**src/sv/mbps_pkg.sv**
```systemverilog
// ----------------------------------------------------------------------------
// mbps_pkg
// Shared constants, register codes and helpers of the masked byte pattern
// search block.
// ----------------------------------------------------------------------------
package mbps_pkg;

  // longest pattern the window can hold
  localparam int unsigned PATTERN_MAX = 16;

  // field widths
  localparam int unsigned BYTE_W      = 8;
  localparam int unsigned LEN_W       = 5;
  localparam int unsigned POS_W       = 32;
  localparam int unsigned REG_W       = 64;
  localparam int unsigned CFG_IDX_W   = 8;
  localparam int unsigned REG_BYTES   = REG_W / BYTE_W;

  // configuration register indexes
  typedef enum logic [CFG_IDX_W-1:0] {
    REG_PATTERN_LENGTH     = 8'd0,
    REG_PATTERN_VALUE_LOW  = 8'd1,
    REG_PATTERN_VALUE_HIGH = 8'd2,
    REG_PATTERN_MASK_LOW   = 8'd3,
    REG_PATTERN_MASK_HIGH  = 8'd4
  } cfg_reg_e;

  // compare byte handed to one window cell
  typedef struct packed {
    logic [BYTE_W-1:0] mask;
    logic [BYTE_W-1:0] value;
  } cell_pat_t;

  // pick pattern byte idx out of a low/high register pair, zero beyond them
  function automatic logic [BYTE_W-1:0] reg_byte(
    input logic [REG_W-1:0] lo,
    input logic [REG_W-1:0] hi,
    input logic [LEN_W-1:0] idx
  );
    logic [BYTE_W-1:0] b;
    b = '0;
    if (32'(idx) < REG_BYTES) begin
      b = lo[{idx[2:0], 3'b000} +: BYTE_W];
    end else if (32'(idx) < 2 * REG_BYTES) begin
      b = hi[{idx[2:0], 3'b000} +: BYTE_W];
    end
    return b;
  endfunction

endpackage

```
**src/sv/mbps_cell.sv**
```systemverilog
// ----------------------------------------------------------------------------
// mbps_cell
// One window cell: holds one buffer byte, passes it to the next older cell
// on every accepted item and flags whether it fits its pattern byte.
// ----------------------------------------------------------------------------
module mbps_cell
  import mbps_pkg::*;
(
  input  logic              clk_i,
  input  logic              rst_ni,
  input  logic              shift_i,
  input  logic [BYTE_W-1:0] byte_i,
  input  cell_pat_t         pat_i,
  output logic [BYTE_W-1:0] byte_o,
  output logic              hit_o
);

  logic [BYTE_W-1:0] byte_q, byte_d;

  // take the neighbor's byte when an item moves the window
  assign byte_d = shift_i ? byte_i : byte_q;

  always_ff @(posedge clk_i or negedge rst_ni) begin
    if (!rst_ni) begin
      byte_q <= '0;
    end else begin
      byte_q <= byte_d;
    end
  end

  // masked compare, a zero mask with zero value is a wildcard
  assign hit_o  = (byte_q & pat_i.mask) == pat_i.value;
  assign byte_o = byte_q;

endmodule

```
**src/sv/masked_byte_pattern_search.sv**
```systemverilog
// ----------------------------------------------------------------------------
// masked_byte_pattern_search
// Scans a byte stream for a masked pattern of up to 16 bytes and reports the
// offset of the first match of each buffer, or not-found on its last byte.
// ----------------------------------------------------------------------------
//  channel   direction  fields
//  s_axis    in         tdata[7:0] data_byte, tlast last_byte
//  m_axis    out        tdata[31:0] match_offset, tuser found
//  cfg       in         cfg_index_i register index, cfg_data_i write data
//
//  One item per cycle is accepted while the output side does not stall; the
//  window cells shift in the accept cycle, the cells compare and the match
//  is decided in the next cycle, and the result is then registered.
//  A stalled output holds one item in the compare stage before the input
//  side stalls. Reset clears the window, counters and the output valid.
//  The configuration port is always ready.
// ----------------------------------------------------------------------------
module masked_byte_pattern_search
  import mbps_pkg::*;
(
  input  logic                 clk_i,
  input  logic                 rst_ni,
  // input stream
  input  logic                 s_axis_tvalid,
  output logic                 s_axis_tready,
  input  logic [7:0]           s_axis_tdata,   // [7:0] data_byte
  input  logic                 s_axis_tlast,   // last_byte
  // result stream
  output logic                 m_axis_tvalid,
  input  logic                 m_axis_tready,
  output logic [31:0]          m_axis_tdata,   // [31:0] match_offset
  output logic                 m_axis_tuser,   // [0] found
  // configuration writes
  input  logic                 cfg_valid_i,
  output logic                 cfg_ready_o,
  input  logic [CFG_IDX_W-1:0] cfg_index_i,
  input  logic [REG_W-1:0]     cfg_data_i
);

  // configuration registers
  logic [LEN_W-1:0] len_q;
  logic [REG_W-1:0] val_lo_q, val_hi_q, mask_lo_q, mask_hi_q;

  // control and stage registers
  logic [POS_W-1:0] pos_q, pos_d, pos_inc;
  logic [POS_W-1:0] s1_pos_q, s1_pos_d;
  logic             s1_valid_q, s1_valid_d;
  logic             s1_last_q, s1_last_d;
  logic             reported_q, reported_d;
  logic             out_valid_q, out_valid_d;
  logic             out_found_q, out_found_d;
  logic [POS_W-1:0] out_offset_q, out_offset_d;

  logic             in_accept, out_free, s1_adv;
  logic             len_ok, pos_ok, all_hit, match, res_valid;

  logic [BYTE_W-1:0] win_byte [PATTERN_MAX];
  cell_pat_t         cell_pat [PATTERN_MAX];
  logic [PATTERN_MAX-1:0] hit;

  assign cfg_ready_o = 1'b1;

  // configuration write decode
  always_ff @(posedge clk_i or negedge rst_ni) begin
    if (!rst_ni) begin
      len_q     <= '0;
      val_lo_q  <= '0;
      val_hi_q  <= '0;
      mask_lo_q <= '0;
      mask_hi_q <= '0;
    end else if (cfg_valid_i) begin
      unique case (cfg_index_i)
        REG_PATTERN_LENGTH:     len_q     <= cfg_data_i[LEN_W-1:0];
        REG_PATTERN_VALUE_LOW:  val_lo_q  <= cfg_data_i;
        REG_PATTERN_VALUE_HIGH: val_hi_q  <= cfg_data_i;
        REG_PATTERN_MASK_LOW:   mask_lo_q <= cfg_data_i;
        REG_PATTERN_MASK_HIGH:  mask_hi_q <= cfg_data_i;
        default: ;
      endcase
    end
  end

  // handshakes
  assign out_free      = !out_valid_q || m_axis_tready;
  assign s1_adv        = s1_valid_q && out_free;
  assign s_axis_tready = !s1_valid_q || out_free;
  assign in_accept     = s_axis_tvalid && s_axis_tready;

  // align pattern bytes to cells: cell k (k bytes old) meets byte len-1-k
  for (genvar k = 0; k < PATTERN_MAX; k++) begin : g_align
    logic [LEN_W-1:0] idx;
    always_comb begin
      idx = LEN_W'(32'(len_q) - 32'(k) - 32'd1);
      cell_pat[k] = '0;
      if (32'(k) < 32'(len_q)) begin
        cell_pat[k].mask  = reg_byte(mask_lo_q, mask_hi_q, idx);
        cell_pat[k].value = reg_byte(val_lo_q, val_hi_q, idx);
      end
    end
  end

  // window cell chain, cell 0 takes the newest byte
  for (genvar k = 0; k < PATTERN_MAX; k++) begin : g_cell
    logic [BYTE_W-1:0] byte_in;
    if (k == 0) begin : g_head
      assign byte_in = s_axis_tdata;
    end else begin : g_link
      assign byte_in = win_byte[k-1];
    end
    mbps_cell u_cell (
      .clk_i   (clk_i),
      .rst_ni  (rst_ni),
      .shift_i (in_accept),
      .byte_i  (byte_in),
      .pat_i   (cell_pat[k]),
      .byte_o  (win_byte[k]),
      .hit_o   (hit[k])
    );
  end

  // saturating byte count of the current buffer
  assign pos_inc = (pos_q == '1) ? pos_q : pos_q + POS_W'(1);

  always_comb begin
    pos_d      = pos_q;
    s1_pos_d   = s1_pos_q;
    s1_last_d  = s1_last_q;
    s1_valid_d = s1_valid_q;
    if (s1_adv) begin
      s1_valid_d = 1'b0;
    end
    if (in_accept) begin
      pos_d      = s_axis_tlast ? '0 : pos_inc;
      s1_pos_d   = pos_inc;
      s1_last_d  = s_axis_tlast;
      s1_valid_d = 1'b1;
    end
  end

  // match decision of the item in the compare stage
  assign len_ok    = (len_q != '0) && (32'(len_q) <= PATTERN_MAX);
  assign pos_ok    = s1_pos_q >= POS_W'(len_q);
  assign all_hit   = &hit;
  assign match     = len_ok && pos_ok && all_hit;
  assign res_valid = s1_valid_q && !reported_q && (match || s1_last_q);

  // result register and first-match flag
  always_comb begin
    reported_d   = reported_q;
    out_found_d  = out_found_q;
    out_offset_d = out_offset_q;
    out_valid_d  = out_valid_q && !m_axis_tready;
    if (s1_adv) begin
      if (res_valid) begin
        out_valid_d  = 1'b1;
        out_found_d  = match;
        out_offset_d = match ? s1_pos_q - POS_W'(len_q) : '0;
      end
      if (s1_last_q) begin
        reported_d = 1'b0;
      end else if (match) begin
        reported_d = 1'b1;
      end
    end
  end

  always_ff @(posedge clk_i or negedge rst_ni) begin
    if (!rst_ni) begin
      pos_q       <= '0;
      s1_valid_q  <= 1'b0;
      s1_last_q   <= 1'b0;
      reported_q  <= 1'b0;
      out_valid_q <= 1'b0;
    end else begin
      pos_q       <= pos_d;
      s1_valid_q  <= s1_valid_d;
      s1_last_q   <= s1_last_d;
      reported_q  <= reported_d;
      out_valid_q <= out_valid_d;
    end
  end

  // payload registers
  always_ff @(posedge clk_i) begin
    s1_pos_q     <= s1_pos_d;
    out_found_q  <= out_found_d;
    out_offset_q <= out_offset_d;
  end

  assign m_axis_tvalid = out_valid_q;
  assign m_axis_tdata  = out_offset_q;
  assign m_axis_tuser  = out_found_q;

endmodule

```
**config.mk**
```make
export PLATFORM = sky130hd
export DESIGN_NAME = masked_byte_pattern_search
export DESIGN_NICKNAME = d
export VERILOG_FILES = /design/src/sv/mbps_pkg.sv /design/src/sv/mbps_cell.sv /design/src/sv/masked_byte_pattern_search.sv
export SDC_FILE = /design/constraint.sdc
export NUM_CORES = 2
export LEC_CHECK = 0
export ABC_AREA = 0
export BUFFER_PORTS_ARGS = -buffer_cell sky130_fd_sc_hd__buf_4
export CORE_MARGIN = 5
export CORE_UTILIZATION = 45
export CTS_CLUSTER_SIZE = 25
export DETAILED_ROUTE_END_ITERATION = 7
export GPL_ROUTABILITY_DRIVEN = 1
export GPL_TIMING_DRIVEN = 0
export HOLD_SLACK_MARGIN = 0.15
export REMOVE_ABC_BUFFERS = 1
export SYNTH_ARGS = -nofsm -noshare
export SYNTH_HDL_FRONTEND = slang
export SYNTH_HIERARCHICAL = 1
export SYNTH_SLANG_ARGS = --single-unit
```
**constraint.sdc**
```tcl
create_clock -name clk_i -period 7.64 [get_ports clk_i]
set_clock_uncertainty 0.1 [all_clocks]
set_input_delay 0.382 -clock clk_i [delete_from_list [all_inputs] [get_ports clk_i]]
set_output_delay 0.382 -clock clk_i [all_outputs]
set_load 0.005 [all_outputs]
```
==> impl_metrics.csv <==
group,metric,value,unit
run_status,run_status,"completed",
route,drt-initial-drc-count,3879,
worst_setup_path,reg2reg_to,"m_axis_tdata[16]$_SDFFCE_PN0P_",
logic_synthesis,synth_compound_area_share,8.36,%
power,power_per_cell_area,196,nW/um2
logic_synthesis,ys.flop_type,"dfrtp_1",
timing,relSlewSlack,22.6,%
route,highest_layer,"met5",
clocking,clock-sinks,490,
floorplanning,die_area,90000,um2
logic_synthesis,synth-seq-cells,490,
cells_and_area,layout_common_cells,"466 x mux2_2, 421 x dfrtp_1, 397 x nand2_1",
cells_and_area,postLayoutCoreUtil,52.8,%
worst_setup_path,crit_path_end_kind,"flop",
clocking,clk_transition_reported_paths,0.06,ns
cells_and_area,final_common_cell,"mux2_2",
logic_synthesis,synth_area,37900,um2
route,drtPass1Iterations,7,
timing,slew_viol_final,0,
placed_design,numPortBuffers,120,
clocking,htree_levels,2,
timing,tightest_slew,1.16,ns
clocking,clockBufferDepth,3,
route,drc,0,
route,via_per_inst,6.76,
worst_setup_path,path_class,"reg2reg",
worst_setup_path,critPathLaunch,"len_q[4]$_DFFE_PN0P_",
logic_synthesis,syn_avg_cell_area,11.3,um2
timing,rsz0062_at_grt,"false",
route,ant_nets,0,
min_path,hp-start,"cfg_index_i[0]",
logic_synthesis,synth_top_family_by_area,"multiplexers",
min_path,min_delay_path_depth,3,
worst_setup_path,critical_path_required,7.87,ns
flow_run,drv_cap,0,
timing,period_minus_slack,7.40,ns
power,irDropWorstVdd,210,uV
worst_setup_path,ff2ff_setup_slack,0.24,ns
logic_synthesis,post_synth_xor_area_fraction,1.93,%
route,wl_met2,58600,um
worst_setup_path,crit_path_start_kind,"flop",
floorplanning,die_w,300,um
floorplanning,row_count,106,
route,wl_met3,13300,um
placed_design,place.gp.congestion,0.889,
floorplanning,start_util,45.3,%
cells_and_area,layout-drive-gt1-share,36.4,%
clocking,cts_made_buffers,58,
timing,finalHoldViolations,0,
timing,period_share,96.8,%
cells_and_area,area_growth,16.6,%
global_routing,grt_max_degree,112,
timing,setup_viol,0,
power,p_leak,17.5,nW
clocking,root_buffer,"clkbuf_16",
min_path,holdPathEnd,"val_hi_q[56]$_DFFE_PN0P_",
cells_and_area,final_nets,3580,
global_routing,grt_pass1_wl,191000,um
placed_design,dp.cells,4376,
floorplanning,ioPinCount,122,
placed_design,hpwl,90300,um
min_path,min_path_type,"in2reg",
route,wl_per_cell,28.0,um
logic_synthesis,synthDistinctLibCells,67,
floorplanning,core,83600,um2
route,vias,31100,
timing,fmaxAchievable,135,MHz
floorplanning,die_h,300,um
cells_and_area,final_cells,4600,
logic_synthesis,async_flop_share,86.7,%
route,wl,129000,um
worst_setup_path,r2r_start,"len_q[4]$_DFFE_PN0P_",
worst_setup_path,crit_path_max_fanout,22,
clocking,clk_latency,0.64,ns
logic_synthesis,synthSimpleGateAreaFrac,14.9,%
route,drt-met1-wl,51500,um
global_routing,grt_use_total,27.7,%
logic_synthesis,synth_edf_count,65,
logic_synthesis,postSynthCellCount,3351,
logic_synthesis,ys_seq_area_share,33.2,%
global_routing,gr-total-overflow,0,
worst_setup_path,worstPathArrival,7.63,ns
global_routing,antenna_found_initial,3,
global_routing,grt_pass1_vias,28700,
logic_synthesis,synthMuxAreaShare,37.5,%
logic_synthesis,yosys.area_share.adder,0.846,%
clocking,tritoncts,"yes",
worst_setup_path,rr_worst_depth,18,
logic_synthesis,yosysWarnings,6,
==> cells in the mapped netlist (all sizes together), types with 5 or more instances <==
library cell / number / area share (%)
mux2: 467 / 14
dfrtp: 425 / 28
nand2: 399 / 4.0
mux4: 381 / 23
nor2: 192 / 1.9
nand3: 175 / 2.3
buf: 142 / 1.9
and3: 132 / 2.2
clkbuf: 115 / 1.1
a21oi: 112 / 1.5
nor2b: 80 / 1.3
a211oi: 69 / 1.8
edfxtp: 65 / 5.2
xnor2: 57 / 1.4
o21ai: 44 / 0.58
mux2i: 37 / 0.98
a21o: 36 / 0.71
nor3: 35 / 0.46
and3b: 33 / 0.76
nand4: 33 / 0.55
a21boi: 32 / 0.63
a22oi: 32 / 0.63
o22ai: 32 / 0.53
ha: 24 / 0.79
xor2: 24 / 0.56
o31ai: 21 / 0.42
inv: 17 / 0.17
and4b: 16 / 0.42
o22a: 16 / 0.37
a2111oi: 15 / 0.35
nor4: 12 / 0.25
a31oi: 9 / 0.15
nand2b: 8 / 0.13
a22o: 7 / 0.16
and4: 6 / 0.14
or3: 6 / 0.099
a41oi: 5 / 0.12
and2: 5 / 0.083
nand3b: 5 / 0.099
==> critical path, cell delays in order (launching register included) <==
cell and delay [ns]:
dfrtp_1 0.87, clkinvlp_4 0.77, ha_1 0.78, nand2_2 0.70, nand3_4 0.17, buf_12 0.23, a2111oi_2 0.35, a21boi_0 0.26
a211oi_2 0.56, and4b_1 0.32, nand4_1 0.14, a211oi_1 0.26, o211ai_1 0.13, buf_4 0.20, a31o_4 0.30, and2b_1 0.22
nor3_4 0.29, buf_6 0.22, buf_6 0.19
==> area by class of cell <==
cell class / count / area [um2]
repair buffers: 312 / 3540
clock inverters: 33 / 433
inverters: 17 / 80.1
repair inverters: 1 / 5.00
well taps: 1080 / 1350
multi-input cells: 2589 / 24500
flip-flops and latches: 490 / 12600
diodes: 1 / 2.50
clock buffers: 77 / 1600
fillers: 7221 / 39400
==> state kept, by name (all words and copies together), names as in the netlist, 5 cells and up <==
name and count:
g_cell.u_cell/byte_o 128, s1_pos_q 32, pos_q 32, len_q 5, val_hi_q 64, m_axis_tdata 32
val_lo_q 64, mask_hi_q 64, mask_lo_q 64
==> timing repair <==
item / in CTS / in global routing
pin swaps: 6 / 2
cloned: 2 / 3
setup buffers: 19 / 10
endpoints found under the setup margin: 68 / 33
gates resized for setup: 29 / 8
hold endpoints to repair: 509 / 0
hold buffers: 79 / 0
==> power breakdown <==
group / internal [mW] / leakage (nW) / switching, mW
clock: 1.78 / 1.00 / 1.20
sequential: 3.09 / 6.25 / 0.466
combinational: 1.02 / 10.3 / 1.07
total: 5.90 / 17.5 / 2.74
==> kinds of logic (layout without fill, tap and decap cells) <==
logic type / Yosys count / count (layout)
compound gates: 449 / 450
xor+xnor: 81 / 82
fa+ha+maj: 25 / 25
buf+inv: 274 / 440
flops: 490 / 490
mux: 885 / 885
other cells: 1 / 2
simple gates: 1146 / 1146
==> metrics by stage <==
step / power (mW) / hold WS, ns / cell area [um2] / setup TNS, ns / setup WS, ns
2_1_floorplan: 4.74 / -0.0136 / 36700 / -949.16 / -15.31
3_3_place_gp: 5.47 / 0.391 / 39000 / -1795.89 / -26.94
5_1_grt: 8.97 / 0.186 / 44200 / 0 / 0.00898
4_1_cts: 8.60 / 0.168 / 44000 / 0 / 0.00628
6_report: 8.63 / 0.200 / 44200 / 0 / 0.244
3_5_place_dp: 5.53 / 0.115 / 40800 / -93.92 / -2.07
==> layer usage <==
metal | vias up | global-route usage, %
li1 | 13200 | -
met2 | 1872 | 43.2
met3 | 320 | 5.58
met4 | 2 | 8.65
met1 | 15700 | 39.5
met5 | - | 0
==> how the worst max path moves through the flow <==
stage                                                 to  slack (ns)  depth (start not counted)
final                     m_axis_tdata[16]$_SDFFCE_PN0P_        0.24                         18
after detailed placement   m_axis_tdata[8]$_SDFFCE_PN0P_       -2.07                         21
after global placement     m_axis_tdata[7]$_SDFFCE_PN0P_      -26.94                         17
after CTS                 m_axis_tdata[17]$_SDFFCE_PN0P_       0.006                         27
after global routing      m_axis_tdata[16]$_SDFFCE_PN0P_       0.009                         19
after floorplan            m_axis_tdata[0]$_SDFFCE_PN0P_      -15.31                         17
No activity file was read; power rests on OpenSTA's default activity.
